[src/rtl/core/kbet_pkg.sv]
// ============================================================================
// kbet_pkg: shared definitions for the key and button edge tracker
// Sizes, state and mode codes, record layout and the control structs that
// pass between the tracker's units.
// ============================================================================
`default_nettype none

package kbet_pkg;

   localparam int unsigned KEY_COUNT    = 512;
   localparam int unsigned BUTTON_COUNT = 8;

   localparam int unsigned KEY_IDX_W = $clog2(KEY_COUNT);
   localparam int unsigned KEY_CNT_W = $clog2(KEY_COUNT + 1);
   localparam int unsigned BTN_IDX_W = (BUTTON_COUNT > 1) ? $clog2(BUTTON_COUNT) : 1;

   localparam int unsigned REQ_W = 48;
   localparam int unsigned RSP_W = 88;

   typedef logic [KEY_IDX_W-1:0] key_idx_type;
   typedef logic [KEY_CNT_W-1:0] key_cnt_type;
   typedef logic [BTN_IDX_W-1:0] btn_idx_type;

   localparam logic [1:0] ST_UP       = 2'd0;
   localparam logic [1:0] ST_PRESSED  = 2'd1;
   localparam logic [1:0] ST_DOWN     = 2'd2;
   localparam logic [1:0] ST_RELEASED = 2'd3;

   typedef enum logic [3:0] {
      MODE_KEY_DOWN  = 4'd0,
      MODE_KEY_UP    = 4'd1,
      MODE_WHEEL     = 4'd2,
      MODE_MOTION    = 4'd3,
      MODE_BTN_UP    = 4'd4,
      MODE_BTN_DOWN  = 4'd5,
      MODE_TICK      = 4'd6,
      MODE_KEY_QUERY = 4'd7,
      MODE_BTN_QUERY = 4'd8
   } mode_type;

   typedef struct packed {
      logic       changed;
      logic [1:0] st;
   } rec_type;

   typedef struct packed {
      logic       event_en;
      logic       set_press;
      logic       tick;
      logic [8:0] code;
   } btn_cmd_type;

   typedef struct packed {
      logic [1:0] state;
      logic       found;
      logic [2:0] held;
   } btn_stat_type;

   typedef struct packed {
      logic               wheel_en;
      logic               move_en;
      logic               tick;
      logic signed [15:0] pos_x;
      logic signed [15:0] pos_y;
   } mot_cmd_type;

   typedef struct packed {
      logic signed [15:0] scroll_x;
      logic signed [15:0] scroll_y;
      logic               seen;
      logic signed [16:0] dx;
      logic signed [16:0] dy;
   } mot_stat_type;

   function automatic rec_type settle(rec_type r);
      rec_type s;
      s.changed = 1'b0;
      s.st      = r.st;
      if (!r.changed) begin
         if (r.st == ST_PRESSED) begin
            s.st = ST_DOWN;
         end else if (r.st == ST_RELEASED) begin
            s.st = ST_UP;
         end
      end
      return s;
   endfunction

   function automatic logic is_held(rec_type r);
      return (r.st == ST_PRESSED) || (r.st == ST_DOWN);
   endfunction

   function automatic logic code_is_key(logic [8:0] code);
      return 32'(code) < KEY_COUNT;
   endfunction

   function automatic logic code_is_button(logic [8:0] code);
      return 32'(code) < BUTTON_COUNT;
   endfunction

endpackage

`default_nettype wire

[src/rtl/core/kbet_key_ram.sv]
// ============================================================================
// kbet_key_ram: key record memory
// One write port and one read port with registered read data.
// ============================================================================
`default_nettype none

module kbet_key_ram (
   input  wire                  clock,
   input  wire                  wr_en,
   input  kbet_pkg::key_idx_type wr_addr,
   input  kbet_pkg::rec_type    wr_data,
   input  wire                  rd_en,
   input  kbet_pkg::key_idx_type rd_addr,
   output kbet_pkg::rec_type    rd_data
);

   kbet_pkg::rec_type mem [kbet_pkg::KEY_COUNT];
   kbet_pkg::rec_type rd_data_ff;

   always_ff @(posedge clock) begin
      if (wr_en) begin
         mem[wr_addr] <= wr_data;
      end
   end

   always_ff @(posedge clock) begin
      if (rd_en) begin
         rd_data_ff <= mem[rd_addr];
      end
   end

   assign rd_data = rd_data_ff;

endmodule

`default_nettype wire

[src/rtl/core/kbet_button_file.sv]
// ============================================================================
// kbet_button_file: mouse button records
// Holds the button records in flip-flops, applies button events, settles them
// on a frame tick and finds the lowest held button.
// ============================================================================
`default_nettype none

module kbet_button_file (
   input  wire                    clock,
   input  wire                    reset,
   input  kbet_pkg::btn_cmd_type  cmd,
   output kbet_pkg::btn_stat_type stat
);

   kbet_pkg::rec_type button_ff [kbet_pkg::BUTTON_COUNT];
   kbet_pkg::rec_type button_in [kbet_pkg::BUTTON_COUNT];
   kbet_pkg::rec_type settled   [kbet_pkg::BUTTON_COUNT];
   kbet_pkg::btn_idx_type idx;
   logic btn_ok;

   assign idx    = kbet_pkg::btn_idx_type'(cmd.code);
   assign btn_ok = kbet_pkg::code_is_button(cmd.code);

   always_comb begin
      for (int i = 0; i < int'(kbet_pkg::BUTTON_COUNT); i++) begin
         settled[i]   = kbet_pkg::settle(button_ff[i]);
         button_in[i] = button_ff[i];
      end
      if (cmd.tick) begin
         for (int i = 0; i < int'(kbet_pkg::BUTTON_COUNT); i++) begin
            button_in[i] = settled[i];
         end
      end else if (cmd.event_en && btn_ok) begin
         button_in[idx].changed = 1'b1;
         button_in[idx].st = cmd.set_press ? kbet_pkg::ST_PRESSED : kbet_pkg::ST_RELEASED;
      end
   end

   always_comb begin
      stat.state = btn_ok ? button_ff[idx].st : kbet_pkg::ST_UP;
      stat.found = 1'b0;
      stat.held  = 3'd0;
      for (int i = int'(kbet_pkg::BUTTON_COUNT) - 1; i >= 0; i--) begin
         if (kbet_pkg::is_held(settled[i])) begin
            stat.found = 1'b1;
            stat.held  = 3'(i);
         end
      end
   end

   always_ff @(posedge clock) begin
      for (int i = 0; i < int'(kbet_pkg::BUTTON_COUNT); i++) begin
         if (reset) begin
            button_ff[i] <= '0;
         end else begin
            button_ff[i] <= button_in[i];
         end
      end
   end

endmodule

`default_nettype wire

[src/rtl/core/kbet_motion_unit.sv]
// ============================================================================
// kbet_motion_unit: wheel and pointer motion accumulator
// Sums wheel steps with saturation and keeps the last motion delta of the
// frame; a frame tick clears the sums and the delta.
// ============================================================================
`default_nettype none

module kbet_motion_unit (
   input  wire                    clock,
   input  wire                    reset,
   input  kbet_pkg::mot_cmd_type  cmd,
   output kbet_pkg::mot_stat_type stat
);

   logic signed [15:0] sum_x_ff, sum_x_in;
   logic signed [15:0] sum_y_ff, sum_y_in;
   logic signed [15:0] abs_x_ff, abs_x_in;
   logic signed [15:0] abs_y_ff, abs_y_in;
   logic signed [16:0] dx_ff, dx_in;
   logic signed [16:0] dy_ff, dy_in;

   function automatic logic signed [15:0] sat_add(logic signed [15:0] a,
                                                  logic signed [15:0] b);
      logic signed [16:0] s;
      s = {a[15], a} + {b[15], b};
      if (s[16] != s[15]) begin
         return s[16] ? 16'sh8000 : 16'sh7FFF;
      end
      return s[15:0];
   endfunction

   always_comb begin
      sum_x_in = sum_x_ff;
      sum_y_in = sum_y_ff;
      abs_x_in = abs_x_ff;
      abs_y_in = abs_y_ff;
      dx_in    = dx_ff;
      dy_in    = dy_ff;
      if (cmd.tick) begin
         sum_x_in = '0;
         sum_y_in = '0;
         dx_in    = '0;
         dy_in    = '0;
      end else if (cmd.wheel_en) begin
         sum_x_in = sat_add(sum_x_ff, cmd.pos_x);
         sum_y_in = sat_add(sum_y_ff, cmd.pos_y);
      end else if (cmd.move_en) begin
         dx_in    = {cmd.pos_x[15], cmd.pos_x} - {abs_x_ff[15], abs_x_ff};
         dy_in    = {cmd.pos_y[15], cmd.pos_y} - {abs_y_ff[15], abs_y_ff};
         abs_x_in = cmd.pos_x;
         abs_y_in = cmd.pos_y;
      end
   end

   always_ff @(posedge clock) begin
      if (reset) begin
         sum_x_ff <= '0;
         sum_y_ff <= '0;
         abs_x_ff <= '0;
         abs_y_ff <= '0;
         dx_ff    <= '0;
         dy_ff    <= '0;
      end else begin
         sum_x_ff <= sum_x_in;
         sum_y_ff <= sum_y_in;
         abs_x_ff <= abs_x_in;
         abs_y_ff <= abs_y_in;
         dx_ff    <= dx_in;
         dy_ff    <= dy_in;
      end
   end

   assign stat.scroll_x = sum_x_ff;
   assign stat.scroll_y = sum_y_ff;
   assign stat.seen     = (sum_x_ff != '0) || (sum_y_ff != '0);
   assign stat.dx       = dx_ff;
   assign stat.dy       = dy_ff;

endmodule

`default_nettype wire

[src/rtl/core/key_button_edge_tracker_top.sv]
// ============================================================================
// key_button_edge_tracker_top: key and mouse button edge tracker
// Keeps an up, pressed, down or released record per key and button, frame
// wheel sums and the last motion delta, and answers each beat with one result.
// ============================================================================
`default_nettype none

// Every request beat gives exactly one response beat. For key, button, wheel,
// motion and query beats the key record is read from the key memory in the
// accept cycle, and a key event that changes it writes it back once the
// output register is free. A frame tick walks the whole key memory through
// its one read and one write port, one entry per cycle. After reset the block
// clears every entry of the key memory and takes no request until then. A
// finished response waits in an output register, and the block accepts the
// next request while it waits.
module key_button_edge_tracker_top (
   input  wire                          clock,
   input  wire                          reset,
   input  wire                          req_tvalid,
   output logic                         req_tready,
   // Fields from bit 0: code[8:0], pos_x[24:9], pos_y[40:25], zero fill.
   input  wire  [kbet_pkg::REQ_W-1:0]   req_tdata,
   // Fields from bit 0: mode[3:0].
   input  wire  [3:0]                   req_tuser,
   output logic                         rsp_tvalid,
   input  wire                          rsp_tready,
   // Fields from bit 0: item_state[1:0], held_key[10:2], held_key_found[11],
   // held_button[14:12], held_button_found[15], scroll_x[31:16],
   // scroll_y[47:32], scroll_seen[48], move_dx[65:49], move_dy[82:66], zero fill.
   output logic [kbet_pkg::RSP_W-1:0]   rsp_tdata
);

   typedef enum logic [4:0] {
      S_CLEAR   = 5'b00001,
      S_IDLE    = 5'b00010,
      S_EXEC    = 5'b00100,
      S_SWEEP   = 5'b01000,
      S_TICKOUT = 5'b10000
   } state_type;

   state_type                  state_ff, state_in;
   kbet_pkg::key_cnt_type      sweep_ff, sweep_in;
   logic                       wb_valid_ff, wb_valid_in;
   kbet_pkg::key_idx_type      wb_addr_ff, wb_addr_in;
   logic                       found_ff, found_in;
   kbet_pkg::key_idx_type      held_idx_ff, held_idx_in;
   kbet_pkg::mode_type         mode_ff, mode_in;
   logic [8:0]                 code_ff, code_in;
   logic signed [15:0]         px_ff, px_in;
   logic signed [15:0]         py_ff, py_in;
   logic                       rsp_valid_ff, rsp_valid_in;
   logic [kbet_pkg::RSP_W-1:0] rsp_data_ff, rsp_data_in;

   logic                       key_wr_en, key_rd_en;
   kbet_pkg::key_idx_type      key_wr_addr, key_rd_addr;
   kbet_pkg::rec_type          key_wr_data, key_rd_data, key_settled;
   kbet_pkg::btn_cmd_type      btn_cmd;
   kbet_pkg::btn_stat_type     btn_stat;
   kbet_pkg::mot_cmd_type      mot_cmd;
   kbet_pkg::mot_stat_type     mot_stat;
   logic                       out_free, key_ok, rd_issue;
   logic [1:0]                 item_st;

   kbet_key_ram u_key_ram (
      .clock   (clock),
      .wr_en   (key_wr_en),
      .wr_addr (key_wr_addr),
      .wr_data (key_wr_data),
      .rd_en   (key_rd_en),
      .rd_addr (key_rd_addr),
      .rd_data (key_rd_data)
   );

   kbet_button_file u_button_file (
      .clock (clock),
      .reset (reset),
      .cmd   (btn_cmd),
      .stat  (btn_stat)
   );

   kbet_motion_unit u_motion_unit (
      .clock (clock),
      .reset (reset),
      .cmd   (mot_cmd),
      .stat  (mot_stat)
   );

   assign req_tready  = (state_ff == S_IDLE);
   assign out_free    = !rsp_valid_ff || rsp_tready;
   assign key_ok      = kbet_pkg::code_is_key(code_ff);
   assign key_settled = kbet_pkg::settle(key_rd_data);
   assign rd_issue    = (sweep_ff != kbet_pkg::key_cnt_type'(kbet_pkg::KEY_COUNT));

   always_comb begin
      state_in     = state_ff;
      sweep_in     = sweep_ff;
      wb_valid_in  = wb_valid_ff;
      wb_addr_in   = wb_addr_ff;
      found_in     = found_ff;
      held_idx_in  = held_idx_ff;
      mode_in      = mode_ff;
      code_in      = code_ff;
      px_in        = px_ff;
      py_in        = py_ff;
      rsp_valid_in = rsp_valid_ff;
      rsp_data_in  = rsp_data_ff;
      item_st      = kbet_pkg::ST_UP;

      key_wr_en    = 1'b0;
      key_wr_addr  = kbet_pkg::key_idx_type'(code_ff);
      key_wr_data  = '0;
      key_rd_en    = 1'b0;
      key_rd_addr  = kbet_pkg::key_idx_type'(req_tdata[8:0]);

      btn_cmd           = '0;
      btn_cmd.code      = code_ff;
      mot_cmd           = '0;
      mot_cmd.pos_x     = px_ff;
      mot_cmd.pos_y     = py_ff;

      if (rsp_valid_ff && rsp_tready) begin
         rsp_valid_in = 1'b0;
      end

      case (state_ff)
         S_CLEAR: begin
            key_wr_en   = 1'b1;
            key_wr_addr = sweep_ff[kbet_pkg::KEY_IDX_W-1:0];
            sweep_in    = sweep_ff + 1'b1;
            if (sweep_ff == kbet_pkg::key_cnt_type'(kbet_pkg::KEY_COUNT - 1)) begin
               state_in = S_IDLE;
            end
         end
         S_IDLE: begin
            if (req_tvalid) begin
               mode_in   = kbet_pkg::mode_type'(req_tuser);
               code_in   = req_tdata[8:0];
               px_in     = req_tdata[24:9];
               py_in     = req_tdata[40:25];
               key_rd_en = 1'b1;
               if (kbet_pkg::mode_type'(req_tuser) == kbet_pkg::MODE_TICK) begin
                  state_in    = S_SWEEP;
                  sweep_in    = '0;
                  wb_valid_in = 1'b0;
                  found_in    = 1'b0;
                  held_idx_in = '0;
               end else begin
                  state_in = S_EXEC;
               end
            end
         end
         S_EXEC: begin
            if (out_free) begin
               case (mode_ff)
                  kbet_pkg::MODE_KEY_DOWN: begin
                     if (key_ok) begin
                        if (kbet_pkg::is_held(key_rd_data)) begin
                           item_st = key_rd_data.st;
                        end else begin
                           key_wr_en   = 1'b1;
                           key_wr_data = '{changed: 1'b1, st: kbet_pkg::ST_PRESSED};
                           item_st     = kbet_pkg::ST_PRESSED;
                        end
                     end
                  end
                  kbet_pkg::MODE_KEY_UP: begin
                     if (key_ok) begin
                        key_wr_en   = 1'b1;
                        key_wr_data = '{changed: 1'b1, st: kbet_pkg::ST_RELEASED};
                        item_st     = kbet_pkg::ST_RELEASED;
                     end
                  end
                  kbet_pkg::MODE_WHEEL: begin
                     mot_cmd.wheel_en = 1'b1;
                  end
                  kbet_pkg::MODE_MOTION: begin
                     mot_cmd.move_en = 1'b1;
                  end
                  kbet_pkg::MODE_BTN_UP: begin
                     btn_cmd.event_en = 1'b1;
                     if (kbet_pkg::code_is_button(code_ff)) begin
                        item_st = kbet_pkg::ST_RELEASED;
                     end
                  end
                  kbet_pkg::MODE_BTN_DOWN: begin
                     btn_cmd.event_en  = 1'b1;
                     btn_cmd.set_press = 1'b1;
                     if (kbet_pkg::code_is_button(code_ff)) begin
                        item_st = kbet_pkg::ST_PRESSED;
                     end
                  end
                  kbet_pkg::MODE_KEY_QUERY: begin
                     if (key_ok) begin
                        item_st = key_rd_data.st;
                     end
                  end
                  kbet_pkg::MODE_BTN_QUERY: begin
                     item_st = btn_stat.state;
                  end
                  default: begin
                     item_st = kbet_pkg::ST_UP;
                  end
               endcase
               rsp_valid_in = 1'b1;
               rsp_data_in  = {86'd0, item_st};
               state_in     = S_IDLE;
            end
         end
         S_SWEEP: begin
            key_rd_en   = rd_issue;
            key_rd_addr = sweep_ff[kbet_pkg::KEY_IDX_W-1:0];
            wb_valid_in = rd_issue;
            wb_addr_in  = sweep_ff[kbet_pkg::KEY_IDX_W-1:0];
            if (rd_issue) begin
               sweep_in = sweep_ff + 1'b1;
            end
            if (wb_valid_ff) begin
               key_wr_en   = 1'b1;
               key_wr_addr = wb_addr_ff;
               key_wr_data = key_settled;
               if (kbet_pkg::is_held(key_settled) && !found_ff) begin
                  found_in    = 1'b1;
                  held_idx_in = wb_addr_ff;
               end
            end
            if (!rd_issue && !wb_valid_ff) begin
               state_in = S_TICKOUT;
            end
         end
         S_TICKOUT: begin
            if (out_free) begin
               btn_cmd.tick = 1'b1;
               mot_cmd.tick = 1'b1;
               rsp_valid_in = 1'b1;
               rsp_data_in  = {5'd0, mot_stat.dy, mot_stat.dx, mot_stat.seen,
                               mot_stat.scroll_y, mot_stat.scroll_x,
                               btn_stat.found, btn_stat.held,
                               found_ff, 9'(held_idx_ff), kbet_pkg::ST_UP};
               state_in     = S_IDLE;
            end
         end
         default: begin
            state_in = S_IDLE;
         end
      endcase
   end

   always_ff @(posedge clock) begin
      if (reset) begin
         state_ff     <= S_CLEAR;
         sweep_ff     <= '0;
         wb_valid_ff  <= 1'b0;
         found_ff     <= 1'b0;
         rsp_valid_ff <= 1'b0;
      end else begin
         state_ff     <= state_in;
         sweep_ff     <= sweep_in;
         wb_valid_ff  <= wb_valid_in;
         found_ff     <= found_in;
         rsp_valid_ff <= rsp_valid_in;
      end
   end

   always_ff @(posedge clock) begin
      wb_addr_ff  <= wb_addr_in;
      held_idx_ff <= held_idx_in;
      mode_ff     <= mode_in;
      code_ff     <= code_in;
      px_ff       <= px_in;
      py_ff       <= py_in;
      rsp_data_ff <= rsp_data_in;
   end

   assign rsp_tvalid = rsp_valid_ff;
   assign rsp_tdata  = rsp_data_ff;

`ifndef ASSERT_OFF
   a_sweep_no_overlap: assert property (@(posedge clock) disable iff (reset)
      (state_ff == S_SWEEP && key_wr_en && key_rd_en) |-> (key_wr_addr != key_rd_addr))
      else $error("key sweep reads and writes the same entry");

   a_accept_moves_on: assert property (@(posedge clock) disable iff (reset)
      (req_tvalid && req_tready) |=> (state_ff == S_EXEC || state_ff == S_SWEEP))
      else $error("accepted beat did not start processing");

   a_rsp_source: assert property (@(posedge clock) disable iff (reset)
      $rose(rsp_valid_ff) |-> $past(state_ff == S_EXEC || state_ff == S_TICKOUT))
      else $error("response raised outside a finishing state");
`endif

endmodule

`default_nettype wire

[config.mk]
export PLATFORM = sky130hd
export DESIGN_NAME = key_button_edge_tracker_top
export DESIGN_NICKNAME = d
export VERILOG_FILES = /design/src/rtl/core/kbet_pkg.sv /design/src/rtl/core/kbet_key_ram.sv /design/src/rtl/core/kbet_button_file.sv /design/src/rtl/core/kbet_motion_unit.sv /design/src/rtl/core/key_button_edge_tracker_top.sv
export SDC_FILE = /design/constraint.sdc
export NUM_CORES = 2
export LEC_CHECK = 0
export ABC_AREA = 1
export BUFFER_PORTS_ARGS = -buffer_cell sky130_fd_sc_hd__buf_2
export CORE_MARGIN = 4
export CORE_UTILIZATION = 47
export CTS_CLUSTER_DIAMETER = 50
export DETAILED_ROUTE_END_ITERATION = 10
export GPL_ROUTABILITY_DRIVEN = 0
export SYNTH_ARGS = -nofsm -noshare
export SYNTH_HDL_FRONTEND = slang
export SYNTH_SLANG_ARGS = --single-unit
[constraint.sdc]
create_clock -name clock -period 19 [get_ports clock]
set_input_delay 1.9 -clock clock [delete_from_list [all_inputs] [get_ports clock]]
set_output_delay 1.9 -clock clock [all_outputs]
set_load 0.01 [all_outputs]
==> run summary <==
Compound-Gate Fraction of Synth Area -> 3.249%
Hold Crit Depth -> 2
count leader, synth -> nand2_1
Hold Startpoint -> u_button_file.button_ff[6][2]
via count -> 56930
Detail Route Antenna Nets -> 0
syn avg cell area -> 9.788 sq um
final worst slack -> 13.14 ns
PostCTS Resize Cnt -> 0
# Max-Cap Violations -> 0
die area -> 180800 sq um
Yosys cell types -> 54
Core Area -> 172300 sq um
FFs w/ async S/R, synth -> 0%
simple-gate share of the synthesized area -> 21.61%
Clock transition at path regs -> 0.06 ns
CP most frequent cell -> nand2_1
largest net degree at the start of global routing -> 200
Min-Delay Endpoint -> u_button_file.button_ff[6][2]
ratio of cells with drive above 1 in the final layout -> 6.626%
max incr delay on CP -> 0.73 ns
mux cell area share after synthesis -> 0%
Setup crit end kind -> register
GRT Residual Overflow -> 0
Die Span Y -> 425.2 microns
DRC -> 0
WL per Instance -> 19.50 microns
first-pass GRT wire length -> 319200 microns
final setup fails -> 0
top cell type's share of synthesized area -> 61.86%
clock sinks -> 1828
Commonest cells post-synth -> nand2_1, edfxtp_1, nand3_1, inv_1, nor2_1
status -> finished clean
Hold WC Path Type -> reg2reg
top cells by area, synth -> edfxtp_1, nand2_1, nand3_1, inv_1, dfxtp_1
Mapped Area -> 81790 sq um
Worst Setup Start Kind -> register
Initial Util -> 47.47%
Row Count -> 152
Yosys warnings -> 0
Post-Synth XOR/XNOR Area -> 0.5675%
largest area contributor in the netlist -> edfxtp_1
setup TNS -> 0 ns
worst reg2reg path depth -> 20
post-CTS setup repair buffer count -> 0
Hold Buf Count CTS -> 0
Post-synth EDFFs -> 1685
peak supply drop -> 0.09226 mV
Worst-Margin Slew -> 1.222 ns
Hold Vio Cnt, Final -> 0
Clock Latency Late Sink -> 0.84 ns
# fillers -> 15450
vias in the first global route -> 54690
reg2reg end -> u_key_ram.rd_data[0]
largest family of logic cells by synthesized area -> simple AND/OR/NAND/NOR gates
Final period util -> 30.83%
clk buf depth -> 3
maximum clock frequency -> 0.1707 GHz
Slew headroom -> 18.54%
worst-path fanout max -> 84
WP data required -> 19.50 ns
port buffer count -> 133
Layout area overhead -> 11.39%
CP arrival -> 6.36 ns
CTS buffer count -> 202
worst r2r src -> state_ff[3]
Synth Flop Type -> edfxtp_1
Post-Route WL -> 210200 microns
clk_skew -> 0.04900 ns
Yosys reg bits -> 1828
Cell Pwr Density -> 108.0 nW/um^2
crit path time final -> 5.858 ns
critical path type -> reg2reg
DRT iter0 DRCs -> 5622
RSZ-0062 raised after global routing -> false
post-synthesis adder-cell area fraction -> 1.291%
fin. max-slew vios -> 0
Die Width -> 425.2 microns
slowest CP cell -> nand3_2
Root Driver -> clkbuf_16
Setup WS pre-CTS -> 12.42 ns
Leak -> 36.89 nW
CTS tree -> yes
GRT Util Overall -> 23.00%
Post-Synthesis Cells -> 8356
Final #Nets -> 8441
R2R setup slack -> 13.14 ns
sequential area share after synthesis -> 65.36%
CP Cell Sequence -> inv_1 > nor2_1 > nand3_2 > nand2_1 > buf_4 > nand2_4 > buf_4 > buf_4 > nand2_1 > nand2_1 > nand2_1 > nand3_1 > nand3_1 > nand3_1 > nand3_1 > nand3_1 > nand3_1 > nand2_1 > nand2_1 > nand2_1
H-tree Lvls -> 4
I/O Pins -> 146
HPWL after DPL -> 114600 microns
initial antenna violation count -> 7
drt pass-1 iters -> 6
Via-to-Cell Ratio -> 5.281
## worst max-delay path: cells and delay by family, from the launching register on
| family | cells | cell delay (ns) |
|---|---|---|
| DFF | 1 | 0.35 |
| buffers and inverters | 4 | 1.53 |
| and+or+nand+nor | 16 | 3.48 |
## how the worst max path moves through the flow
stage	start	endpoint	slack (ns)	depth (start not counted)
detailed placement	req_tdata[0]	u_key_ram.rd_data[1]	12.42	18
finish	state_ff[3]	u_key_ram.rd_data[0]	13.14	20
global placement	req_tdata[0]	u_key_ram.rd_data[1]	12.47	18
floorplan	rsp_tready	u_key_ram.mem[0][0]	0.41	4
global route	state_ff[3]	u_key_ram.rd_data[1]	12.79	17
CTS	state_ff[4]	u_key_ram.rd_data[2]	13.22	18
## area by class of cell
type | count | area [sq um] | share of cell area, %
multi-input combinational | 4835 | 22110 | 24.27
tap | 2310 | 2890 | 3.172
clock inverter | 114 | 1405 | 1.542
timing repair buffer | 202 | 1296 | 1.423
clock buffer | 254 | 5300 | 5.817
inverter | 1234 | 4642 | 5.095
antenna | 2 | 5.005 | 0.005493
sequential | 1828 | 53460 | 58.68
## sequential cells by signal, summed over array words and instances, names as in the netlist, 10 cells and up, named ones only
name / count
u_key_ram.mem: 1536
rsp_tdata: 83
u_motion_unit.dx_ff: 17
u_motion_unit.dy_ff: 17
px_ff: 16
py_ff: 16
u_motion_unit.abs_x_ff: 16
u_motion_unit.abs_y_ff: 16
u_motion_unit.sum_x_ff: 16
u_motion_unit.sum_y_ff: 16
sweep_ff: 10
## stage by stage
stage,area (sq um),power (mW),util (%),instances,hold slack [ns]
6_report,91110,9.841,52.88,10780,0.4520
5_1_grt,91100,10.23,52.87,10780,0.4751
4_1_cts,91100,9.909,52.87,10780,0.4577
3_5_place_dp,84400,6.001,48.98,10410,0.4494
3_3_place_gp,84400,5.988,48.98,10410,0.4452
2_1_floorplan,81800,5.459,-,8360,0.4328
## layer usage
| layer | GRT usage, % | up-vias | wire (microns) |
|---|---|---|---|
| met5 | 0 | - | 13 |
| met3 | 3.610 | 347 | 15720 |
| li1 | - | 27340 | - |
| met2 | 37.65 | 1973 | 97680 |
| met4 | 6.692 | 2 | 5501 |
| met1 | 31.89 | 27260 | 91250 |
## power by group
part | internal (mW) | leakage, nW | total [mW] | switching, mW
Sequential | 4.42 | 17.8 | 4.45 | 0.0283
Combinational | 0.341 | 15.9 | 1.47 | 1.13
Clock | 2.30 | 3.25 | 3.92 | 1.62
## cell families after synthesis
family | count (synthesis)
AO/OA/AOI/OAI | 460
AND/OR/NAND/NOR | 4235
XOR/XNOR | 53
buffers and inverters | 1697
other | 1
flip-flops | 1828
adder cells (fa/ha/maj) | 82
## placed cells by master, fill, tap and decap left out, drive strengths merged, types with 74 or more instances in the layout
| master | instances |
|---|---|
| ha | 78 |
| edfxtp | 1685 |
| o21ai | 148 |
| clkbuf | 254 |
| o211ai | 74 |
| dfxtp | 143 |
| buf | 202 |
| nor2 | 702 |
| a21oi | 186 |
| inv | 1251 |
| nand2 | 2206 |
| nand3 | 1259 |
Note: power is estimated with default switching activity, not from simulation.
